<file path="src/rtl/gie_ram.sv">
// Generic single-port RAM with registered read.
module gie_ram #(
  parameter int unsigned Width = 8,
  parameter int unsigned Depth = 256
) (
  input  logic                     clk_i,
  input  logic                     we_i,
  input  logic [$clog2(Depth)-1:0] addr_i,
  input  logic [Width-1:0]         wdata_i,
  output logic [Width-1:0]         rdata_o
);
  logic [Width-1:0] mem [Depth];
  always_ff @(posedge clk_i) begin
    if (we_i) begin
      mem[addr_i] <= wdata_i;
    end
    rdata_o <= mem[addr_i];
  end
endmodule

</file>
<file path="config.mk">
export PLATFORM = sky130hd
export DESIGN_NAME = gie_ram
export DESIGN_NICKNAME = d
export VERILOG_FILES = /design/src/rtl/gie_ram.sv
export SDC_FILE = /design/constraint.sdc
export NUM_CORES = 2
export LEC_CHECK = 0
export BUFFER_PORTS_ARGS = -buffer_cell sky130_fd_sc_hd__buf_2
export CORE_UTILIZATION = 50
export DETAILED_ROUTE_END_ITERATION = 16
export PLACE_DENSITY_LB_ADDON = 0.1
export SYNTH_ARGS = -nofsm -noshare
export SYNTH_HDL_FRONTEND = slang
export SYNTH_SLANG_ARGS = --single-unit
</file>
<file path="constraint.sdc">
create_clock -name clk_i -period 5.05 [get_ports clk_i]
set_input_delay 0.505 -clock clk_i [delete_from_list [all_inputs] [get_ports clk_i]]
set_output_delay 0.505 -clock clk_i [all_outputs]
set_load 0.005 [all_outputs]
</file>
==> results.yml <==
timing:
  finalWorstPathRequiredPeriod_ns: 3.65
  setup-tns-final_ns: 0
  finalCritPeriodShare: 0.723
  grt_setup_unrepaired: "no"
  final_setup_fails: 0
  layout_skew_ns: 0.0430
  report.final.slew_viol_count: 0
  worstMarginPinSlew_ns: 1.33
  max-slew-margin-rel: 0.103
  final_hold_vio_count: 0
  timing.fmax_mhz: 274
global_routing:
  grt_max_degree: 173
  grt.total_usage: 0.244
  grt_first_pass_wirelength_mm: 274
  grt_pass1_vias: 38600
  antenna_violations_before_repair: 11
  leftover_overflow_at_the_end_of_global_routing: 0
worst_setup_path:
  path_class: "in2reg"
  worst_setup_path_start_kind: "primary input"
  top_cell_family_by_delay_on_the_critical_path: "compound AO/OA/AOI/OAI gates"
  cp_data_arrival_time_ns: 4.33
  worst-endpoint-required_ns: 5.73
  worstPathMaxFanout: 56
  worst-path-buf-inv: 3
  cp-startpoint: "addr_i[0]"
  critical_path.cell_chain: "buf_8 > buf_12 > mux4_2 > a22oi_1 > a21oi_1 > o41ai_1 > buf_4 > nand4_1"
  critical_path.max_stage_delay_ns: 1.14
  r2r_start: "mem[55][3]$_DFFE_PP_"
  cp-end-kind: "flip-flop"
  slowest_stage: "sky130_fd_sc_hd__o41ai_1"
routing:
  postRouteWirelength_mm: 190
  dr.pass1.iters: 7
  drt_iter0_markers: 3736
  via_per_inst: 6.24
  route.antenna.remaining_nets: 0
  route.vias.total: 37100
  drcViolationCount: 0
  detail_route.wl_per_cell_um: 31.9
yosys:
  synth.top_cells.by_count: "sky130_fd_sc_hd__edfxtp_1 (2048), sky130_fd_sc_hd__mux4_2 (512), sky130_fd_sc_hd__a22oi_1 (256)"
  post_synth_inst_count: 3547
  post-synth-top-count-cell: "sky130_fd_sc_hd__edfxtp_1"
  synth.lib_cells_used.distinct: 22
  synth_nets: 3565
  yosys_register_bits: 2056
  netlist_area_pre_place_um2: 78500
  post_synth.cell_area_avg_um2: 22.1
  synth-seq-area-share: 0.786
  synth_enable_flop_cells: 2048
  leading_area_contributor_after_synthesis: "sky130_fd_sc_hd__edfxtp_1"
  yosys_most_used_dff: "sky130_fd_sc_hd__edfxtp_1"
  yosys.area.top_type_share: 0.783
  postSynth.asyncResetShare: 0
  synth.area.top_cells: "sky130_fd_sc_hd__edfxtp_1 (78%), sky130_fd_sc_hd__mux4_2 (15%), sky130_fd_sc_hd__a22oi_1 (2.4%), sky130_fd_sc_hd__nor2_1 (1.1%), sky130_fd_sc_hd__a21oi_1 (0.82%)"
  yosys_warnings: 0
power_and_ir_drop:
  swShare: 0.212
  clkPwrFrac: 0.415
  pwr-share-seq: 0.540
  net-switching-power_mw: 7.42
  p_leak_nw: 26.8
  vdd_drop_max_mv: 0.350
  power_report.internal_total_mw: 27.5
  combinational_group_share_of_total_power: 0.045
  p_per_area_nw_per_um2: 395
die:
  chipHeight_um: 398
  chipWidth_um: 398
  floorplan.core_area_um2: 156000
  floorplan.initialDensity: 0.503
  design.die.area_um2: 159000
  io_pins: 26
  rows: 145
min_path:
  holdCritStartpoint: "wdata_i[5]"
  min_path_type: "in2reg"
flow_run:
  drv.max_cap_violation_count: 0
cts:
  cts.sink_count: 2056
  cts_tree: "built"
  clock_latency_ns: 0.84
  postCtsSetupBuffers: 0
  clk_transition_reported_paths_ns: 0.06
  post_cts_resized: 0
  cts-buffers-inserted: 206
  cts.htree.levels: 4
  clock_tree.buffer_depth: 3
  cts.hold.buffers_added: 0
  cts_root_buf: "sky130_fd_sc_hd__clkbuf_16"
place:
  routabilityCongestion: 0.825
  dpl.hpwl_mm: 114
  io_buffers: 25
final_layout:
  final_core_util: 0.566
  area_growth_pct: 12.4
  num-nets-final: 3733
  fill_cells: 11400
  ratio_of_cells_with_drive_above_1_in_the_final_layout: 0.255
status:
  result_of_the_run: "finished clean"
[worst paths after layout]
kind,endpoint,slack [ns],cells past startpoint
worst min register to register,rdata_o[0]$_DFF_P_,0.97,5
worst min-delay path,mem[75][5]$_DFFE_PP_,0.23,1
worst max register to register,rdata_o[3]$_DFF_P_,1.89,6
worst max-delay path,rdata_o[3]$_DFF_P_,1.40,8
[worst register-to-register path, cell delays in order (launching register included)]
cell and delay, ns:
sky130_fd_sc_hd__edfxtp_1 0.37, sky130_fd_sc_hd__mux4_2 0.49, sky130_fd_sc_hd__a22oi_1 0.30, sky130_fd_sc_hd__a21oi_1 0.23, sky130_fd_sc_hd__o41ai_1 1.14, sky130_fd_sc_hd__buf_4 0.31, sky130_fd_sc_hd__nand4_1 0.17
[power groups by stage]
stage	Combinational (mW)	Clock, mW	Sequential (mW)
floorplan	0.836	0	19.2
global placement	1.56	0	19.2
detailed placement	1.60	0	19.2
CTS	1.60	14.7	18.8
global route	1.67	15.4	18.8
finish	1.58	14.5	18.8
[cells by family after synthesis]
| group | count (synthesis) | synth area share |
|---|---|---|
| flops | 2056 | 0.786 |
| compound gates | 416 | 0.0362 |
| simple gates | 330 | 0.0173 |
| mux | 512 | 0.147 |
| buf+inv | 233 | 0.0140 |
[cell usage in the layout, fill, tap and decap left out, types with 27 or more instances in the layout]
master,netlist,final
sky130_fd_sc_hd__buf_4,16,139
sky130_fd_sc_hd__clkinv_2,0,38
sky130_fd_sc_hd__nand2_1,28,27
sky130_fd_sc_hd__clkbuf_16,0,206
sky130_fd_sc_hd__a22oi_1,256,256
sky130_fd_sc_hd__mux4_2,512,512
sky130_fd_sc_hd__clkbuf_1,145,48
sky130_fd_sc_hd__nor3_1,30,30
sky130_fd_sc_hd__edfxtp_1,2048,2048
sky130_fd_sc_hd__nor2_1,232,231
sky130_fd_sc_hd__buf_12,0,28
sky130_fd_sc_hd__clkinv_1,0,57
sky130_fd_sc_hd__a21oi_1,128,128
[routing by layer]
| metal | vias to the layer above | global-route usage | share of wire |
|---|---|---|---|
| met2 | 1437 | 0.388 | 0.49 |
| met4 | 10 | 0.0746 | 0.028 |
| li1 | 15400 | - | - |
| met5 | - | 0 | 0.00034 |
| met3 | 295 | 0.0606 | 0.083 |
| met1 | 19900 | 0.335 | 0.40 |
[layout make-up]
| cell class | instances | area [µm²] | share of cell area |
|---|---|---|---|
| Inverter | 1 | 3.75 | 0.0000425 |
| Timing Repair Buffer | 192 | 1820 | 0.0206 |
| Clock buffer | 254 | 5340 | 0.0604 |
| Clock inverter | 124 | 1050 | 0.0119 |
| Tap cell | 2058 | 2570 | 0.0292 |
| Sequential cell | 2056 | 61700 | 0.699 |
| Antenna cell | 2 | 5.00 | 0.0000567 |
| Multi-Input combinational cell | 1258 | 15800 | 0.179 |
[state kept, by name, indices dropped and copies added, names as in the netlist]
name     flops
mem       2048
rdata_o      8
[stage by stage]
stage                     hold slack, ns  worst slack, ns  area (µm²)  total power [mW]  std cells
after CTS                          0.186             1.59       88300              35.1       5943
final                              0.233             1.40       88300              34.9       5945
after global placement             0.899            0.115       81800              20.7       5562
after floorplan                    0.604             2.33       78500              20.0       3547
after global routing               0.223             1.31       88300              35.9       5943
after detailed placement           0.906            0.703       81900              20.8       5565
No activity file was read; power rests on OpenSTA's default activity.
