### src/rtl/gie_div.sv
// Radix-2 restoring divider computing (num) / (den) for the stretch and the fetch position.
module gie_div (
  input  logic        clk_i,
  input  logic        rst_ni,
  input  logic        start_i,
  input  logic [16:0] num_i,
  input  logic [8:0]  den_i,
  output logic        done_o,
  output logic [7:0]  quo_o,
  output logic [8:0]  rem_o
);
  logic [16:0] q_q, q_d;
  logic [9:0]  r_q, r_d;
  logic [8:0]  den_q, den_d;
  logic [4:0]  cnt_q, cnt_d;
  logic        busy_q, busy_d;
  logic [9:0]  trial;
  logic        done_d, done_q;

  always_comb begin
    q_d = q_q; r_d = r_q; den_d = den_q; cnt_d = cnt_q; busy_d = busy_q;
    done_d = 1'b0;
    trial = {r_q[8:0], q_q[16]} - {1'b0, den_q};
    if (start_i) begin
      q_d = num_i; r_d = '0; den_d = den_i; cnt_d = 5'd17; busy_d = 1'b1;
    end else if (busy_q) begin
      if ({r_q[8:0], q_q[16]} >= {1'b0, den_q}) begin
        r_d = trial; q_d = {q_q[15:0], 1'b1};
      end else begin
        r_d = {r_q[8:0], q_q[16]}; q_d = {q_q[15:0], 1'b0};
      end
      cnt_d = cnt_q - 5'd1;
      if (cnt_q == 5'd1) begin
        busy_d = 1'b0; done_d = 1'b1;
      end
    end
  end

  always_ff @(posedge clk_i or negedge rst_ni) begin
    if (!rst_ni) begin
      busy_q <= 1'b0; done_q <= 1'b0; cnt_q <= '0;
    end else begin
      busy_q <= busy_d; done_q <= done_d; cnt_q <= cnt_d;
    end
  end
  always_ff @(posedge clk_i) begin
    q_q <= q_d; r_q <= r_d; den_q <= den_d;
  end
  assign done_o = done_q;
  assign quo_o  = q_q[7:0];
  assign rem_o  = r_q[8:0];
endmodule

### config.mk
export PLATFORM = sky130hd
export DESIGN_NAME = gie_div
export DESIGN_NICKNAME = d
export VERILOG_FILES = /design/src/rtl/gie_div.sv
export SDC_FILE = /design/constraint.sdc
export NUM_CORES = 1
export LEC_CHECK = 0
export ABC_AREA = 1
export BUFFER_PORTS_ARGS = -buffer_cell sky130_fd_sc_hd__buf_2
export CAP_MARGIN = 20
export CORE_ASPECT_RATIO = 1.4
export CORE_MARGIN = 2
export CORE_UTILIZATION = 58
export DETAILED_ROUTE_END_ITERATION = 10
export GPL_TIMING_DRIVEN = 0
export PLACE_DENSITY = 0.83
export SYNTH_ARGS = -nofsm -noshare
export SYNTH_HDL_FRONTEND = slang
export SYNTH_SLANG_ARGS = --single-unit
### constraint.sdc
create_clock -name clk_i -period 2.7 [get_ports clk_i]
set_input_delay 0.54 -clock clk_i [delete_from_list [all_inputs] [get_ports clk_i]]
set_output_delay 0.54 -clock clk_i [all_outputs]
set_load 0.005 [all_outputs]
==> flow_summary.json <==
{
  "switching_share_pct": 37.9,
  "grt_pass1_wl_mm": 7.91,
  "synth_nets": 333,
  "numCtsBuffers": 5,
  "pwr-share-comb_pct": 44.0,
  "setup_viol": 0,
  "core_sq_um": 3920,
  "vdd_drop_max_mv": 0.730,
  "syn_to_final_growth_pct": 16.8,
  "antenna_found_initial": 0,
  "via_count": 1943,
  "worst_slack_ps": 660,
  "p_sw_uw": 969,
  "synth-edff-count": 26,
  "route.detailed.drc": 0,
  "rsz0062_at_grt": "false",
  "die_y_um": 79.3,
  "via_per_inst": 4.99,
  "pre_cts_ws_ps": 763,
  "yosys-top-cells-area": "edfxtp_1 (33%), nand2_1 (18%), dfxtp_1 (7.7%), dfrtp_1 (7.5%), inv_1 (6.9%)",
  "die-area_sq_um": 4580,
  "path_class": "reg -> reg",
  "synth_cells": 292,
  "hold_path.class": "in -> async",
  "max_freq_mhz": 490,
  "cts.path.max_buffers": 2,
  "ctsHoldBuffers": 0,
  "cts_resized": 0,
  "cp_cell_sequence": "inv_1, ha_1, inv_1, fa_1, nand4_1, nand2_1, nand2_2, buf_6, nand3_1, nand3_1, nand2_1",
  "power_frac_clock_pct": 19.0,
  "crit_required_ps": 2880,
  "cp_slowest_cell": "fa_1",
  "synth_flop_cell": "edfxtp_1",
  "slew_viol_final": 0,
  "crit_path_end_kind": "register",
  "grt_start_max_net_pins": 19,
  "synthTopCellsByCount": "nand2_1 (112), inv_1 (43), edfxtp_1 (26)",
  "status": "complete, no violations",
  "rr_worst_depth": 11,
  "synth_top_area_share_pct": 33.2,
  "tightest_slew_ps": 668,
  "globalRoute.totalOverflow": 0,
  "critPathMaxStageDelay_ps": 430,
  "async_flop_share_pct": 16.7,
  "cellPowerDensity_nw_per_um2": 932,
  "maxCapViolCount": 0,
  "fin_crit_ps": 2040,
  "ys_ff_latch": 42,
  "yosys.area.top_type": "edfxtp_1",
  "dieWidth_um": 57.8,
  "fillerInstances": 309,
  "cts_tree": "done",
  "grt_usage_pct": 22.3,
  "num_rows": 27,
  "syn-cell-area_sq_um": 2350,
  "wl_per_cell_um": 12.0,
  "seq_power_share_pct": 37.0,
  "slew_headroom_pct": 55.4,
  "cts_max_level": 2,
  "drt-initial-drc-count": 96,
  "setup_tns_ps": 0,
  "insertion_delay_ps": 290,
  "stdcell_count": 389,
  "clock_skew_ps": 8.87,
  "place.port_buffers": 46,
  "p_leak_uw": 0.00151,
  "clkTransAtPathRegs_ps": 80,
  "start_kind": "register",
  "power_uw": 2560,
  "ios": 47,
  "hold_violations": 0,
  "num-nets-final": 386,
  "crit_arrival_ps": 2220,
  "first_global_vias": 1919,
  "whs_ps": 63.7,
  "path_max_fanout": 10,
  "wl_mm": 4.66,
  "p_int_uw": 1590,
  "drtAntennaViolNets": 0,
  "cts-root-buf": "clkbuf_8",
  "drive_above_1_share_pct": 21.4,
  "synth_cell_types": 25,
  "firstDrtPassIters": 4,
  "n_antenna_cell": 0,
  "gp_congestion": 0.879,
  "numPlacedInstances": 381,
  "clkSinkCount": 42,
  "synth_area_per_cell_sq_um": 8.05,
  "yosysWarnings": 0,
  "seq_area_frac_synth_pct": 48.3,
  "initial_utilization_pct": 60.0,
  "synth.most_common_cell": "nand2_1",
  "timing.final.crit_share_pct": 75.5,
  "hpwl_mm": 3.49,
  "post-cts-setup-buffer-count": 0
}
[sequential cells by signal (all words and copies together), names as in the netlist]
name,count
done_o,1
cnt_q,5
q_q,17
r_q,9
busy_q,1
den_q,9
[power by group through the flow]
| stage | Sequential [uW] | Combinational [uW] | Clock (uW) |
|---|---|---|---|
| after floorplan | 936 | 837 | 0 |
| after global placement | 953 | 1080 | 0 |
| after detailed placement | 954 | 1120 | 0 |
| after CTS | 943 | 1130 | 491 |
| after global routing | 963 | 1290 | 519 |
| final | 945 | 1130 | 487 |
[cell families after synthesis]
family	synth area share (%)
AND/OR/NAND/NOR	29.6
buffers and inverters	11.6
XOR/XNOR	1.12
adder cells (fa/ha/maj)	6.71
flip-flops	48.3
AO/OA/AOI/OAI	2.66
[area by class of cell]
type / count / area [sq um] / share of cell area, %
sequential: 42 / 1140 / 41.4
multi-input combinational: 191 / 942 / 34.3
timing repair buffer: 46 / 230 / 8.39
inverter: 43 / 161 / 5.88
buffer: 16 / 110 / 4.01
clock buffer: 6 / 72.6 / 2.64
tap: 43 / 53.8 / 1.96
clock inverter: 2 / 37.5 / 1.37
[metal layers]
metal	global-route usage [%]	vias to the layer above	share of wire, %	routed length [um]
met1	25.1	866	40	1870
met5	0	-	0	0
met3	5.21	7	5.2	244
met2	38.9	55	53	2450
met4	11.2	0	1.8	83
li1	-	1015	-	-
[critical path: cells and delay by family, from the launching register on]
| kind | cells | cell delay (ps) |
|---|---|---|
| adder cells (fa/ha/maj) | 2 | 580 |
| AND/OR/NAND/NOR | 6 | 630 |
| flip-flops | 1 | 400 |
| buffers and inverters | 3 | 330 |
[cell usage in the layout (no fill, tap or decap), types with 2 or more instances in the layout]
cell,instances
ha_1,11
a21oi_1,7
nand3_1,24
nor2_1,13
clkbuf_1,5
nand3_2,2
nor3_1,2
dfxtp_1,9
nand2_1,112
nand2_2,4
buf_6,2
nand4_1,3
nor2_2,2
buf_4,9
o21ai_0,3
buf_2,47
dfrtp_1,7
xnor2_1,3
inv_1,43
edfxtp_1,26
clkbuf_8,5
[stage by stage]
stage                     cell area (sq um)  utilization [%]
final                                  2740             70.0
after global routing                   2740             70.0
after CTS                              2740             70.0
after detailed placement               2630             67.2
after global placement                 2630             67.2
after floorplan                        2350                -
[path summary, 6_finish.rpt]
check                               from       end  slack, ps
worst max-delay path             q_q[16]    r_q[3]        660
worst min-delay path              rst_ni  cnt_q[4]         60
worst max register to register   q_q[16]    r_q[3]        660
worst min register to register    r_q[7]    r_q[7]        490
min in group clk_i              den_i[0]  den_q[0]        420
max in group asynchronous         rst_ni  cnt_q[0]       2470
Note: power is estimated with default switching activity, not from simulation.
